[config.mk]
export PLATFORM = sky130hd
export DESIGN_NAME = modular_exponentiation
export DESIGN_NICKNAME = d
export VERILOG_FILES = /design/src/rtl/mexp_pkg.sv /design/src/rtl/mexp_ctrl.sv /design/src/rtl/mexp_datapath.sv /design/src/rtl/modular_exponentiation.sv
export SDC_FILE = /design/constraint.sdc
export NUM_CORES = 1
export LEC_CHECK = 0
export ABC_AREA = 0
export BUFFER_PORTS_ARGS = -buffer_cell sky130_fd_sc_hd__clkbuf_2
export CORE_MARGIN = 3
export CORE_UTILIZATION = 55
export CTS_BUF_LIST = sky130_fd_sc_hd__clkbuf_4 sky130_fd_sc_hd__clkbuf_8
export DETAILED_ROUTE_END_ITERATION = 8
export HOLD_SLACK_MARGIN = 0.03
export PLACE_DENSITY_LB_ADDON = 0.08
export SETUP_SLACK_MARGIN = 0.15
export SYNTH_ARGS = -nofsm -noshare
export SYNTH_HDL_FRONTEND = slang
export SYNTH_HIERARCHICAL = 1
export SYNTH_SLANG_ARGS = --single-unit
[constraint.sdc]
create_clock -name aclk -period 11.09 [get_ports aclk]
set_input_delay 1.109 -clock aclk [delete_from_list [all_inputs] [get_ports aclk]]
set_output_delay 1.109 -clock aclk [all_outputs]
set_load 0.005 [all_outputs]
[src/rtl/mexp_pkg.sv]
`timescale 1ns / 1ps

package mexp_pkg;

    // fixed field widths of the stream and configuration ports
    localparam int DATA_W = 32;
    localparam int CFG_W  = 32;
    localparam int IDX_W  = 1;

    typedef enum logic [IDX_W-1:0] {
        CFG_KEY_EXPONENT = 1'b0,
        CFG_KEY_MODULUS  = 1'b1
    } cfg_idx_t;

    typedef enum logic [1:0] {
        ST_IDLE,
        ST_MUL_WAIT,
        ST_NEXT_BIT,
        ST_FINISH
    } state_t;

    typedef enum logic [1:0] {
        MOP_REDUCE,
        MOP_ACC,
        MOP_SQUARE
    } mul_op_t;

    typedef struct packed {
        logic    load_in;
        logic    mul_start;
        mul_op_t mul_op;
        logic    load_out;
    } ctrl_cmd_t;

    typedef struct packed {
        logic in_special;
        logic mul_last;
        logic exp_lsb;
        logic exp_rest_zero;
        logic out_free;
    } dp_status_t;

endpackage

[src/rtl/mexp_ctrl.sv]
`timescale 1ns / 1ps

module mexp_ctrl (
    input  logic                  aclk,
    input  logic                  aresetn,
    input  logic                  s_tvalid,
    output logic                  s_tready,
    input  mexp_pkg::dp_status_t  status,
    output mexp_pkg::ctrl_cmd_t   cmd
);

    mexp_pkg::state_t state_reg;
    mexp_pkg::state_t state_next;

    always_ff @(posedge aclk) begin
        if (!aresetn) begin
            state_reg <= mexp_pkg::ST_IDLE;
        end else begin
            state_reg <= state_next;
        end
    end

    always_comb begin
        state_next    = state_reg;
        s_tready      = 1'b0;
        cmd.load_in   = 1'b0;
        cmd.mul_start = 1'b0;
        cmd.mul_op    = mexp_pkg::MOP_REDUCE;
        cmd.load_out  = 1'b0;
        unique case (state_reg)
            mexp_pkg::ST_IDLE: begin
                s_tready = 1'b1;
                if (s_tvalid) begin
                    cmd.load_in = 1'b1;
                    // zero exponent or zero modulus need no arithmetic
                    if (status.in_special) begin
                        state_next = mexp_pkg::ST_FINISH;
                    end else begin
                        cmd.mul_start = 1'b1;
                        cmd.mul_op    = mexp_pkg::MOP_REDUCE;
                        state_next    = mexp_pkg::ST_MUL_WAIT;
                    end
                end
            end
            mexp_pkg::ST_MUL_WAIT: begin
                if (status.mul_last) begin
                    state_next = mexp_pkg::ST_NEXT_BIT;
                end
            end
            mexp_pkg::ST_NEXT_BIT: begin
                // a set bit is cleared by the accumulator step, then revisited here
                priority if (status.exp_lsb) begin
                    cmd.mul_start = 1'b1;
                    cmd.mul_op    = mexp_pkg::MOP_ACC;
                    state_next    = mexp_pkg::ST_MUL_WAIT;
                end else if (status.exp_rest_zero) begin
                    state_next = mexp_pkg::ST_FINISH;
                end else begin
                    cmd.mul_start = 1'b1;
                    cmd.mul_op    = mexp_pkg::MOP_SQUARE;
                    state_next    = mexp_pkg::ST_MUL_WAIT;
                end
            end
            mexp_pkg::ST_FINISH: begin
                if (status.out_free) begin
                    cmd.load_out = 1'b1;
                    state_next   = mexp_pkg::ST_IDLE;
                end
            end
            default: begin
                state_next = mexp_pkg::ST_IDLE;
            end
        endcase
    end

endmodule

[src/rtl/mexp_datapath.sv]
`timescale 1ns / 1ps

module mexp_datapath #(
    parameter int WIDTH = 32
) (
    input  logic                         aclk,
    input  logic                         aresetn,
    input  logic                         cfg_wen,
    input  logic [mexp_pkg::IDX_W-1:0]   cfg_index,
    input  logic [mexp_pkg::CFG_W-1:0]   cfg_wdata,
    input  logic [mexp_pkg::DATA_W-1:0]  s_tdata,
    output logic                         m_tvalid,
    input  logic                         m_tready,
    output logic [mexp_pkg::DATA_W-1:0]  m_tdata,
    input  mexp_pkg::ctrl_cmd_t          cmd,
    output mexp_pkg::dp_status_t         status
);

    localparam int CNT_W = (WIDTH > 1) ? $clog2(WIDTH) : 1;
    localparam int EXT_W = WIDTH + 2;

    logic [WIDTH-1:0] base_w;
    logic [WIDTH-1:0] cfg_w;

    // port values to datapath width: truncate or zero-extend
    if (WIDTH > mexp_pkg::DATA_W) begin : g_in_ext
        assign base_w = {{(WIDTH - mexp_pkg::DATA_W){1'b0}}, s_tdata};
    end else begin : g_in_cut
        assign base_w = s_tdata[WIDTH-1:0];
    end

    if (WIDTH > mexp_pkg::CFG_W) begin : g_cfg_ext
        assign cfg_w = {{(WIDTH - mexp_pkg::CFG_W){1'b0}}, cfg_wdata};
    end else begin : g_cfg_cut
        assign cfg_w = cfg_wdata[WIDTH-1:0];
    end

    logic [WIDTH-1:0]           exp_key_reg, exp_key_next;
    logic [WIDTH-1:0]           mod_key_reg, mod_key_next;
    logic [WIDTH-1:0]           exp_reg, exp_next;
    logic [WIDTH-1:0]           sq_reg, sq_next;
    logic [WIDTH-1:0]           acc_reg, acc_next;
    logic [WIDTH-1:0]           mul_a_reg, mul_a_next;
    logic [WIDTH-1:0]           mul_b_reg, mul_b_next;
    logic [WIDTH-1:0]           mul_p_reg, mul_p_next;
    logic [CNT_W-1:0]           cnt_reg, cnt_next;
    logic                       busy_reg, busy_next;
    mexp_pkg::mul_op_t          op_reg, op_next;
    logic                       out_valid_reg, out_valid_next;
    logic [mexp_pkg::DATA_W-1:0] out_data_reg, out_data_next;

    logic             exp_zero;
    logic             mod_zero;
    logic             mod_one;
    logic             mul_last;
    logic [EXT_W-1:0] t_sum;
    logic [EXT_W-1:0] t_sub1;
    logic [EXT_W-1:0] t_sub2;
    logic [EXT_W-1:0] mod_ext;
    logic [EXT_W-1:0] mod_dbl;
    logic [WIDTH-1:0] step_p;
    logic [WIDTH-1:0] result_w;

    assign exp_zero = (exp_key_reg == '0);
    assign mod_zero = (mod_key_reg == '0);
    assign mod_one  = (mod_key_reg == WIDTH'(1));
    assign mul_last = busy_reg && (cnt_reg == CNT_W'(WIDTH - 1));

    // one double-and-add step: 2p + a*bit lies below 3m, so two trial subtracts suffice
    assign mod_ext = {2'b00, mod_key_reg};
    assign mod_dbl = {1'b0, mod_key_reg, 1'b0};
    assign t_sum   = {1'b0, mul_p_reg, 1'b0}
                   + (mul_b_reg[WIDTH-1] ? {2'b00, mul_a_reg} : '0);
    assign t_sub1  = t_sum - mod_ext;
    assign t_sub2  = t_sum - mod_dbl;

    always_comb begin
        priority if (t_sum >= mod_dbl) begin
            step_p = t_sub2[WIDTH-1:0];
        end else if (t_sum >= mod_ext) begin
            step_p = t_sub1[WIDTH-1:0];
        end else begin
            step_p = t_sum[WIDTH-1:0];
        end
    end

    // zero exponent gives 1 unreduced; zero modulus otherwise gives 0
    always_comb begin
        priority if (exp_zero) begin
            result_w = WIDTH'(1);
        end else if (mod_zero) begin
            result_w = '0;
        end else begin
            result_w = acc_reg;
        end
    end

    always_comb begin
        exp_key_next   = exp_key_reg;
        mod_key_next   = mod_key_reg;
        exp_next       = exp_reg;
        sq_next        = sq_reg;
        acc_next       = acc_reg;
        mul_a_next     = mul_a_reg;
        mul_b_next     = mul_b_reg;
        mul_p_next     = mul_p_reg;
        cnt_next       = cnt_reg;
        busy_next      = busy_reg;
        op_next        = op_reg;
        out_valid_next = out_valid_reg;
        out_data_next  = out_data_reg;

        if (cfg_wen) begin
            unique case (mexp_pkg::cfg_idx_t'(cfg_index))
                mexp_pkg::CFG_KEY_EXPONENT: exp_key_next = cfg_w;
                mexp_pkg::CFG_KEY_MODULUS:  mod_key_next = cfg_w;
                default: ;
            endcase
        end

        if (cmd.load_in) begin
            exp_next = exp_key_reg;
            acc_next = mod_one ? '0 : WIDTH'(1);
        end

        if (busy_reg) begin
            mul_p_next = step_p;
            mul_b_next = {mul_b_reg[WIDTH-2:0], 1'b0};
            cnt_next   = cnt_reg + CNT_W'(1);
            if (mul_last) begin
                busy_next = 1'b0;
                unique case (op_reg)
                    mexp_pkg::MOP_REDUCE: sq_next = step_p;
                    mexp_pkg::MOP_ACC: begin
                        acc_next = step_p;
                        exp_next = {exp_reg[WIDTH-1:1], 1'b0};
                    end
                    mexp_pkg::MOP_SQUARE: begin
                        sq_next  = step_p;
                        exp_next = {1'b0, exp_reg[WIDTH-1:1]};
                    end
                    default: ;
                endcase
            end
        end

        if (cmd.mul_start) begin
            busy_next  = 1'b1;
            op_next    = cmd.mul_op;
            mul_p_next = '0;
            cnt_next   = '0;
            unique case (cmd.mul_op)
                mexp_pkg::MOP_REDUCE: begin
                    // base mod m as 1 * base through the same unit
                    mul_a_next = WIDTH'(1);
                    mul_b_next = base_w;
                end
                mexp_pkg::MOP_ACC: begin
                    mul_a_next = acc_reg;
                    mul_b_next = sq_reg;
                end
                mexp_pkg::MOP_SQUARE: begin
                    mul_a_next = sq_reg;
                    mul_b_next = sq_reg;
                end
                default: ;
            endcase
        end

        if (out_valid_reg && m_tready) begin
            out_valid_next = 1'b0;
        end
        if (cmd.load_out) begin
            out_valid_next = 1'b1;
            out_data_next  = mexp_pkg::DATA_W'(result_w);
        end
    end

    always_ff @(posedge aclk) begin
        if (!aresetn) begin
            exp_key_reg   <= '0;
            mod_key_reg   <= WIDTH'(1);
            busy_reg      <= 1'b0;
            cnt_reg       <= '0;
            op_reg        <= mexp_pkg::MOP_REDUCE;
            out_valid_reg <= 1'b0;
        end else begin
            exp_key_reg   <= exp_key_next;
            mod_key_reg   <= mod_key_next;
            busy_reg      <= busy_next;
            cnt_reg       <= cnt_next;
            op_reg        <= op_next;
            out_valid_reg <= out_valid_next;
        end
    end

    always_ff @(posedge aclk) begin
        exp_reg      <= exp_next;
        sq_reg       <= sq_next;
        acc_reg      <= acc_next;
        mul_a_reg    <= mul_a_next;
        mul_b_reg    <= mul_b_next;
        mul_p_reg    <= mul_p_next;
        out_data_reg <= out_data_next;
    end

    assign status.in_special    = exp_zero || mod_zero;
    assign status.mul_last      = mul_last;
    assign status.exp_lsb       = exp_reg[0];
    assign status.exp_rest_zero = (exp_reg[WIDTH-1:1] == '0);
    assign status.out_free      = !out_valid_reg || m_tready;

    assign m_tvalid = out_valid_reg;
    assign m_tdata  = out_data_reg;

endmodule

[src/rtl/modular_exponentiation.sv]
`timescale 1ns / 1ps
// base^exponent mod modulus, right-to-left square-and-multiply, one base at a time
// the base is first reduced mod modulus, then each modular multiply is a bit-serial
// double-and-add: a set bit costs one multiply, each bit below the top one also a square
// zero exponent or zero modulus skip the arithmetic and go straight to the finish;
// next base taken in the cycle after the result is loaded, a waiting result blocks the finish
// reset: synchronous active low, exponent 0, modulus 1, no result pending
module modular_exponentiation #(
    parameter int WIDTH = 32
) (
    input  logic                         aclk,
    input  logic                         aresetn,
    input  logic                         cfg_wen,
    input  logic [mexp_pkg::IDX_W-1:0]   cfg_index,
    input  logic [mexp_pkg::CFG_W-1:0]   cfg_wdata,
    input  logic                         s_tvalid,
    output logic                         s_tready,
    input  logic [mexp_pkg::DATA_W-1:0]  s_tdata,   // [31:0] base_value
    output logic                         m_tvalid,
    input  logic                         m_tready,
    output logic [mexp_pkg::DATA_W-1:0]  m_tdata    // [31:0] power_result
);

    mexp_pkg::ctrl_cmd_t  cmd;
    mexp_pkg::dp_status_t status;

    mexp_ctrl u_ctrl (
        .aclk     (aclk),
        .aresetn  (aresetn),
        .s_tvalid (s_tvalid),
        .s_tready (s_tready),
        .status   (status),
        .cmd      (cmd)
    );

    mexp_datapath #(
        .WIDTH (WIDTH)
    ) u_datapath (
        .aclk      (aclk),
        .aresetn   (aresetn),
        .cfg_wen   (cfg_wen),
        .cfg_index (cfg_index),
        .cfg_wdata (cfg_wdata),
        .s_tdata   (s_tdata),
        .m_tvalid  (m_tvalid),
        .m_tready  (m_tready),
        .m_tdata   (m_tdata),
        .cmd       (cmd),
        .status    (status)
    );

endmodule

==> results.md <==
- Library cells used by synthesis: 81
- Post-Syn Nets: 2,192
- Clock Latency Late Sink: 0.65 ns
- Maxcap violations: 0
- CTS Buffer Depth: 3
- Final slew viol count: 0
- Fill count: 2,922
- Rows: 66
- Hold path startpoint: u_datapath/mul_p_reg[20]
- Minimum clock period: 6.89 ns
- Gpl congestion: 1.01
- CP startpoint: u_datapath/mul_b_reg[31]
- H-tree depth: 2
- Setup TNS: 0 ns
- Global-route wire length before repair: 85.2 mm
- Skew final: 0.0504 ns
- Primary FF master, synth: dfxtp_1
- Peak supply drop: 0.218 mV
- Port Buffers: 103
- Setup violators final: 0
- Most frequent cells in the layout: nand2_1 (217), a21oi_1 (204), dfxtp_1 (171), edfxtp_1 (127)
- Cell mode on critical path: o21ai_0
- Gate Count Post-Synth: 2,015
- Crit path max-delay cell type: and2_1
- Highest clock rate: 0.145 GHz
- Post-Syn Area per Cell: 9.09 µm²
- Placed instance area: 19,000 µm²
- Final Cell Area: 20,100 µm²
- Via-to-Cell Ratio: 6.11
- Startpoint class of the critical path: register
- Worst R2R Start: u_datapath/mul_b_reg[31]
- Cell Area, Synth: 18,300 µm²
- Hold-fix buffers, CTS: 0
- Clk pin slew, worst setup/hold paths: 0.06 ns
- Chip Width: 188 µm
- Worst Hold Class: register to register
- Synth warn: 6
- Vias in the first global route: 14,800
- EDFF count, synth: 127
- Drt first pass iters: 5
- CTS tree: built
- Layout cells sized above 1: 12.3%
- Area delta synth->final: 9.97%
- Final ANT Viol Nets: 0
- Nets: 2,253
- FF/Latch Area: 7260 µm²
- Total GRT Usage: 30.4%
- Final wirelength: 55.3 mm
- Worst path arrival time: 7.25 ns
- Largest net degree at the start of global routing: 72
- Max FO, Critical Path: 16
- Ys async rst share: 0%
- Slew margin rel.: 17.4%
- Dpl hpwl: 41.0 mm
- CTS Sinks: 299
- Chip height: 188 µm
- Leakage: 8.20 nW
- Setup CP Type: register to register
- Reg2reg setup slack: 4.20 ns
- Wirelength per Cell: 21.6 µm
- Slew at the pin with the worst max-slew slack: 1.24 ns
- Drt initial violations: 1,204
- # diodes: 0
- Initial Util: 56.0%
- Final Cycle Share: 62.2%
- Via count: 15,700
- Clock Tree Root: clkbuf_8
- Post-CTS setup buffer count: 0
- CTS Buf Count: 51
- Worst EP required: 11.45 ns
- Die area: 35,500 µm²
- Remaining global-route overflow: 0
- Worst path max stage delay: 0.76 ns
- Most common cell after layout, fill and taps aside: nand2_1
- Number of synthesized register bits: 299
- Crit path capture type: register
- Initial antenna violation count: 0
- Status: complete, no violations
- Pwr Density: 328 nW/µm²
- RSZ-0062 raised after global routing: no
- Post-CTS resize count: 0
- Critical path, cell by cell: and2_1, ha_1, inv_1, fa_1, nand2b_1, a21oi_2, o2111ai_2, a21o_1, a2111oi_4, o21ai_0, a211oi_1, ha_1, a21oi_1, o21ai_0, a21o_1, a22oi_1, nand2_1, a311oi_2, and2_1, o21ai_0, a31oi_1, inv_1
- Sequential-to-total area share from yosys stat: 39.6%
- Ports: 104
- Core ar.: 32,700 µm²
- Final Hold Viols: 0
- Multi-input logic area: 10,200 µm²
- Post-route DRC: 0
==> report_power, final <==
part / switching [mW] / total [mW] / internal [mW]
sequential: 0.0816 / 1.44 / 1.36
clock: 0.469 / 1.06 / 0.592
combinational: 2.59 / 4.10 / 1.51
==> critical path: cells and delay by family, from the launching register on <==
family | cells | cell delay, ns
AO/OA/AOI/OAI | 13 | 3.68
flip-flops | 1 | 0.57
AND/OR/NAND/NOR | 4 | 1.24
adder cells (fa/ha/maj) | 3 | 0.97
buffers and inverters | 2 | 0.13
==> area by class of cell <==
class	count	share of cell area, %
clock buffers	83	4.93
well taps	442	2.75
inverters	87	1.62
multi-input cells	1514	50.8
flip-flops and latches	299	36.1
clock inverters	13	0.485
repair buffers	123	3.31
==> cell families (layout without fill, tap and decap cells) <==
| group | Yosys count | count (layout) | synth area share, % |
|---|---|---|---|
| compound gates | 635 | 635 | 23.4 |
| xor+xnor | 71 | 71 | 3.40 |
| fa+ha+maj | 107 | 107 | 7.44 |
| buf+inv | 202 | 306 | 4.53 |
| flops | 299 | 299 | 39.6 |
| mux | 90 | 90 | 5.11 |
| simple gates | 611 | 611 | 16.5 |
==> path summary, 6_finish.rpt <==
| path | to | cells after the start |
|---|---|---|
| max | u_datapath/sq_reg[27] | 22 |
| min | u_datapath/mul_p_reg[20] | 2 |
| max reg2reg | u_datapath/sq_reg[27] | 22 |
| min reg2reg | u_datapath/mul_p_reg[20] | 2 |
==> Yosys cell counts, drive strengths merged (4+ instances only) <==
library cell / n / area, µm²
nand2: 219 / 825
a21oi: 206 / 1040
dfxtp: 172 / 3440
edfxtp: 127 / 3810
ha: 104 / 1300
clkbuf: 89 / 334
inv: 86 / 323
nor2: 82 / 308
mux2i: 77 / 771
and2: 76 / 475
a21boi: 70 / 526
o21ai: 69 / 360
a21o: 53 / 398
nor2b: 48 / 300
xnor2: 44 / 385
nand3: 40 / 200
a22oi: 35 / 263
a221oi: 34 / 298
and3: 32 / 201
xor2: 27 / 236
buf: 26 / 169
nor3: 26 / 130
a211oi: 25 / 198
nor4: 24 / 150
o21a: 24 / 180
o211ai: 23 / 173
nand4: 19 / 119
a31oi: 17 / 106
nand2b: 17 / 106
mux2: 13 / 165
o21bai: 9 / 67.6
a211o: 8 / 70.1
o2111ai: 8 / 76.3
o31ai: 7 / 57.6
or3: 7 / 43.8
a311oi: 6 / 58.8
a31o: 6 / 52.6
a32o: 5 / 50.1
a221o: 4 / 40.0
nor3b: 4 / 30.0
o21ba: 4 / 40.0
==> metrics by stage <==
stage               std cells  util, %  power (mW)  setup slack, ns  hold slack (ns)
global placement         2465     58.2        5.42             4.50            0.449
finish                   2561     61.6        6.60             4.20            0.468
global route             2561     61.6        7.01             3.85            0.495
CTS                      2561     61.6        6.54             4.35            0.472
detailed placement       2465     58.2        5.45             4.40            0.459
floorplan                2015        -        4.40             5.42            0.433
==> layer usage <==
layer  global-route usage (%)  wire [µm]
met1                     40.3      23800
met2                     51.5      26600
met3                     3.57       2900
met4                     11.1       1960
met5                        0          0
Power figures use the tool's default switching activity.
